`src/hw/rtl/sps_pkg.sv`:
```
package sps_pkg;

    localparam int CAPACITY   = 16;
    localparam int ELEM_BITS  = 32;
    localparam int PRIO_BITS  = 8;
    localparam int COUNT_BITS = $clog2(CAPACITY + 1);
    localparam int MODE_BITS  = 2;

    localparam logic [MODE_BITS-1:0] MODE_PUSH  = 2'd0;
    localparam logic [MODE_BITS-1:0] MODE_POP   = 2'd1;
    localparam logic [MODE_BITS-1:0] MODE_QUERY = 2'd2;

    typedef logic [ELEM_BITS-1:0]  elem_t;
    typedef logic [PRIO_BITS-1:0]  prio_t;
    typedef logic [COUNT_BITS-1:0] count_t;

    typedef struct packed {
        logic  push;
        logic  pop;
        elem_t elem;
        prio_t prio;
    } cell_ctrl_t;

endpackage

```
`src/hw/rtl/stable_priority_stack.sv`:
```
// Bounded priority stack built as a row of compare-and-shift cells, head in
// the first cell. On each request all cells compare the pushed priority with
// their own in parallel and either hold, load the new pair, or shift one
// place toward the tail (push) or toward the head (pop). A result register
// holds one response, and a new request is accepted in the same cycle that
// the waiting response is taken, so the block sustains one request per clock
// while responses are taken.
module stable_priority_stack (
    input  logic                      aclk,
    input  logic                      aresetn,
    input  logic                      s_valid,
    output logic                      s_ready,
    input  logic [sps_pkg::MODE_BITS-1:0] s_mode,
    input  sps_pkg::elem_t            s_elem,
    input  sps_pkg::prio_t            s_prio,
    output logic                      m_valid,
    input  logic                      m_ready,
    output sps_pkg::elem_t            m_head_elem,
    output sps_pkg::prio_t            m_head_prio,
    output sps_pkg::count_t           m_count,
    output logic                      m_is_empty,
    output sps_pkg::elem_t            m_taken_elem,
    output sps_pkg::prio_t            m_taken_prio,
    output logic                      m_error
);

    sps_pkg::count_t     count_reg, count_next;
    logic                m_valid_reg;
    sps_pkg::elem_t      head_elem_reg, taken_elem_reg;
    sps_pkg::prio_t      head_prio_reg, taken_prio_reg;
    sps_pkg::count_t     count_out_reg;
    logic                is_empty_reg, error_reg;

    logic                accept, full, empty, push_ok, pop_ok, bad;
    sps_pkg::cell_ctrl_t ctrl;

    sps_pkg::elem_t      cell_elem      [sps_pkg::CAPACITY];
    sps_pkg::prio_t      cell_prio      [sps_pkg::CAPACITY];
    logic                cell_keep      [sps_pkg::CAPACITY];
    sps_pkg::elem_t      cell_elem_next [sps_pkg::CAPACITY];
    sps_pkg::prio_t      cell_prio_next [sps_pkg::CAPACITY];

    assign s_ready = !m_valid_reg || m_ready;
    assign accept  = s_valid && s_ready;
    assign full    = (count_reg == sps_pkg::COUNT_BITS'(sps_pkg::CAPACITY));
    assign empty   = (count_reg == '0);
    assign push_ok = accept && (s_mode == sps_pkg::MODE_PUSH) && !full;
    assign pop_ok  = accept && (s_mode == sps_pkg::MODE_POP) && !empty;
    assign bad     = ((s_mode == sps_pkg::MODE_PUSH) && full) ||
                     ((s_mode == sps_pkg::MODE_POP) && empty);

    assign ctrl.push = push_ok;
    assign ctrl.pop  = pop_ok;
    assign ctrl.elem = s_elem;
    assign ctrl.prio = s_prio;

    always_comb begin
        count_next = count_reg;
        if (push_ok) begin
            count_next = count_reg + 1'b1;
        end else if (pop_ok) begin
            count_next = count_reg - 1'b1;
        end
    end

    for (genvar i = 0; i < sps_pkg::CAPACITY; i++) begin : g_cell
        sps_pkg::elem_t lft_elem, rgt_elem;
        sps_pkg::prio_t lft_prio, rgt_prio;
        logic           lft_keep;

        if (i == 0) begin : g_first
            assign lft_elem = '0;
            assign lft_prio = '0;
            assign lft_keep = 1'b1;
        end else begin : g_mid
            assign lft_elem = cell_elem[i-1];
            assign lft_prio = cell_prio[i-1];
            assign lft_keep = cell_keep[i-1];
        end

        if (i == sps_pkg::CAPACITY - 1) begin : g_last
            assign rgt_elem = '0;
            assign rgt_prio = '0;
        end else begin : g_inner
            assign rgt_elem = cell_elem[i+1];
            assign rgt_prio = cell_prio[i+1];
        end

        sps_cell u_cell (
            .aclk       (aclk),
            .ctrl       (ctrl),
            .occ        (sps_pkg::COUNT_BITS'(i) < count_reg),
            .left_elem  (lft_elem),
            .left_prio  (lft_prio),
            .left_keep  (lft_keep),
            .right_elem (rgt_elem),
            .right_prio (rgt_prio),
            .elem       (cell_elem[i]),
            .prio       (cell_prio[i]),
            .keep       (cell_keep[i]),
            .elem_next  (cell_elem_next[i]),
            .prio_next  (cell_prio_next[i])
        );
    end

    always_ff @(posedge aclk) begin
        if (!aresetn) begin
            count_reg   <= '0;
            m_valid_reg <= 1'b0;
        end else begin
            count_reg <= count_next;
            if (accept) begin
                m_valid_reg <= 1'b1;
            end else if (m_ready) begin
                m_valid_reg <= 1'b0;
            end
        end
    end

    always_ff @(posedge aclk) begin
        if (accept) begin
            head_elem_reg  <= (count_next != '0) ? cell_elem_next[0] : '0;
            head_prio_reg  <= (count_next != '0) ? cell_prio_next[0] : '0;
            count_out_reg  <= count_next;
            is_empty_reg   <= (count_next == '0);
            taken_elem_reg <= pop_ok ? cell_elem[0] : '0;
            taken_prio_reg <= pop_ok ? cell_prio[0] : '0;
            error_reg      <= bad;
        end
    end

    assign m_valid      = m_valid_reg;
    assign m_head_elem  = head_elem_reg;
    assign m_head_prio  = head_prio_reg;
    assign m_count      = count_out_reg;
    assign m_is_empty   = is_empty_reg;
    assign m_taken_elem = taken_elem_reg;
    assign m_taken_prio = taken_prio_reg;
    assign m_error      = error_reg;

endmodule

```
`src/hw/rtl/sps_cell.sv`:
```
module sps_cell (
    input  logic                aclk,
    input  sps_pkg::cell_ctrl_t ctrl,
    input  logic                occ,
    input  sps_pkg::elem_t      left_elem,
    input  sps_pkg::prio_t      left_prio,
    input  logic                left_keep,
    input  sps_pkg::elem_t      right_elem,
    input  sps_pkg::prio_t      right_prio,
    output sps_pkg::elem_t      elem,
    output sps_pkg::prio_t      prio,
    output logic                keep,
    output sps_pkg::elem_t      elem_next,
    output sps_pkg::prio_t      prio_next
);

    sps_pkg::elem_t elem_reg;
    sps_pkg::prio_t prio_reg;

    // An occupied cell of strictly higher priority stays in place on a push.
    assign keep = occ && (prio_reg > ctrl.prio);

    always_comb begin
        elem_next = elem_reg;
        prio_next = prio_reg;
        if (ctrl.push) begin
            if (!keep) begin
                if (left_keep) begin
                    elem_next = ctrl.elem;
                    prio_next = ctrl.prio;
                end else begin
                    elem_next = left_elem;
                    prio_next = left_prio;
                end
            end
        end else if (ctrl.pop) begin
            elem_next = right_elem;
            prio_next = right_prio;
        end
    end

    always_ff @(posedge aclk) begin
        elem_reg <= elem_next;
        prio_reg <= prio_next;
    end

    assign elem = elem_reg;
    assign prio = prio_reg;

endmodule

```
`config.mk`:
```
export PLATFORM = sky130hd
export DESIGN_NAME = stable_priority_stack
export DESIGN_NICKNAME = d
export VERILOG_FILES = /design/src/hw/rtl/sps_pkg.sv /design/src/hw/rtl/stable_priority_stack.sv /design/src/hw/rtl/sps_cell.sv
export SDC_FILE = /design/constraint.sdc
export NUM_CORES = 2
export LEC_CHECK = 0
export BUFFER_PORTS_ARGS = -buffer_cell sky130_fd_sc_hd__buf_2
export CAP_MARGIN = 0
export CORE_ASPECT_RATIO = 1.75
export CORE_UTILIZATION = 60
export DETAILED_ROUTE_END_ITERATION = 10
export PLACE_DENSITY = 0.76
export SYNTH_ARGS = -nofsm -noshare
export SYNTH_HDL_FRONTEND = slang
export SYNTH_HIERARCHICAL = 1
export SYNTH_SLANG_ARGS = --single-unit
```
`constraint.sdc`:
```
create_clock -name aclk -period 5 [get_ports aclk]
set_input_delay 0.5 -clock aclk [delete_from_list [all_inputs] [get_ports aclk]]
set_output_delay 0.5 -clock aclk [all_outputs]
set_load 0.02 [all_outputs]
```
==> results.json <==
{
  "cp-start-kind": "flop",
  "first_global_vias": 44400,
  "synth_area_um2": 56500,
  "synth_cells": 5318,
  "via_per_inst": 6.75,
  "place_area_um2": 56700,
  "cts.sinks": 733,
  "fill_cells": 7510,
  "grt-ovfl-total": 0,
  "fin_crit_ns": 4.25,
  "drv_cap": 0,
  "io_pins": 135,
  "cp-end-kind": "flop",
  "r2r-start": "count_reg[1]",
  "start_util_pct": 60.6,
  "setup-tns-final_ns": 0,
  "syn_area_per_cell_um2": 10.6,
  "switching_share_pct": 37.1,
  "fmax_ghz": 0.235,
  "fp.coreArea_um2": 93100,
  "htreeDepth": 3,
  "cts_tree": "built",
  "cts_buffers": 74,
  "clock_path_buffers": 3,
  "p_per_area_nw_per_um2": 417,
  "remaining_drc_errors": 0,
  "drtIter0Drc": 1934,
  "multi_input_area_um2": 36500,
  "pre_cts_ws_ns": 0.707,
  "cts_root_buffer": "clkbuf_16",
  "path_clk_slew_ns": 0.06,
  "clock_power_share_pct": 23.2,
  "final_cell_area_um2": 59100,
  "worstSkewPairLatency_ns": 0.67,
  "antenna_cells": 0,
  "cts_resized": 0,
  "area_growth_pct": 4.56,
  "finalPower_w": 0.0246,
  "drive_above_1_share_pct": 28.4,
  "io_buffers": 134,
  "seqPwrFrac_pct": 37.8,
  "postCtsSetupRepairBufs": 0,
  "hold_buffers": 0,
  "tightest_slew_ns": 1.16,
  "die_x_um": 234,
  "grt_first_pass_wirelength_mm": 228,
  "crit_type": "reg -> reg",
  "cp_data_arrival_time_ns": 4.76,
  "antenna_left": 0,
  "relSlewSlack_pct": 22.6,
  "status": "completed",
  "cp_max_fo": 68,
  "hp-class": "in -> reg",
  "largest_register_ff_count": 512,
  "die_y_um": 408,
  "post-route-period-util_pct": 84.9,
  "dieArea_um2": 95400,
  "fin_nets": 5330,
  "wl_mm": 139,
  "combPwrFrac_pct": 38.9,
  "hold_violations": 0,
  "yosys_warnings": 6,
  "drt_pass1_iterations": 8,
  "antenna_found_initial": 0,
  "crit_required_ns": 5.52,
  "seq_area_um2": 15500,
  "hpwl_mm": 104,
  "drv_slew": 0,
  "setup_viol": 0,
  "wire_per_inst_um": 21.6,
  "worstHoldStart": "aresetn",
  "grt_setup_unrepaired": "no",
  "holdWs_ns": 0.110,
  "p_int_w": 0.0155,
  "setup_slack_ns": 0.753,
  "grt_start_max_net_pins": 81,
  "routed-via-count": 43200,
  "startpoint": "count_reg[1]",
  "place.gp.congestion": 0.856,
  "leakagePower_nw": 21.9,
  "fin_skew_ns": 0.0216,
  "ir_drop_uv": 394,
  "grt.total_usage_pct": 28.4,
  "std_cell_rows": 148,
  "p_switching_w": 0.00915
}
[routing by layer]
| layer | GRT usage [%] | part of all wire (%) | up-vias |
|---|---|---|---|
| met1 | 28.8 | 38 | 21100 |
| met3 | 2.69 | 2.8 | 367 |
| met4 | 12.8 | 3.3 | 0 |
| met2 | 56.5 | 56 | 937 |
| met5 | 0 | 0 | - |
| li1 | - | - | 20800 |
[cell usage in the layout (no fill, tap or decap), types with 17 or more instances in the layout]
cell type / count
nand2_1: 26
o31ai_2: 400
clkbuf_16: 76
buf_2: 134
nor2b_1: 480
and2b_1: 170
inv_1: 182
a21oi_1: 664
buf_4: 145
o31ai_1: 240
a31oi_1: 40
a2111oi_4: 271
edfxtp_1: 87
a2111oi_0: 120
buf_12: 29
or2_1: 17
conb_1: 81
a2111oi_1: 18
a21o_1: 18
a22oi_1: 640
dfxtp_1: 646
a2111oi_2: 232
nand4_1: 24
nor2b_2: 26
and2_1: 45
clkbuf_1: 19
ha_1: 132
[stage by stage]
step,instances,util [%]
after floorplan,5397,-
after global placement,6276,60.8
after detailed placement,6276,60.8
after CTS,6410,63.4
after global routing,6410,63.4
final,6410,63.4
[area by class of cell]
cell class	instances	share of cell area, %
Multi-Input combinational cell	3840	61.9
Clock inverter	31	0.542
Inverter	195	1.25
Sequential cell	733	26.3
Tap cell	1200	2.54
Clock buffer	103	3.53
Timing Repair Buffer	308	3.96
[final timing paths]
| check | endpoint | slack [ns] | depth (start not counted) |
|---|---|---|---|
| setup / recovery | g_cell[2].u_cell/elem[26] | 0.75 | 10 |
| setup reg to reg | g_cell[2].u_cell/elem[26] | 0.75 | 10 |
| hold / removal | count_reg[1] | 0.11 | 2 |
| hold reg to reg | g_cell[10].u_cell/elem[21] | 0.51 | 2 |
[worst max-delay path: stages (launching register included)]
cell and delay [ns]:
dfxtp_1 0.61, inv_1 0.21, ha_1 0.22, o21ai_0 0.65, nand2_1 0.24, a211o_2 0.68
nand2_4 0.37, buf_12 0.37, and2b_1 0.26, a2111oi_2 0.28, o31ai_2 0.08
[power by group through the flow]
stage          logic [W]  clock network [W]  registers [W]
2_1_floorplan    0.00820                  0        0.00895
3_3_place_gp     0.00925                  0        0.00932
3_5_place_dp     0.00960                  0        0.00937
4_1_cts          0.00963            0.00581        0.00929
5_1_grt           0.0105            0.00598        0.00955
6_report         0.00960            0.00573        0.00932
(Power assumes the default switching activity.)
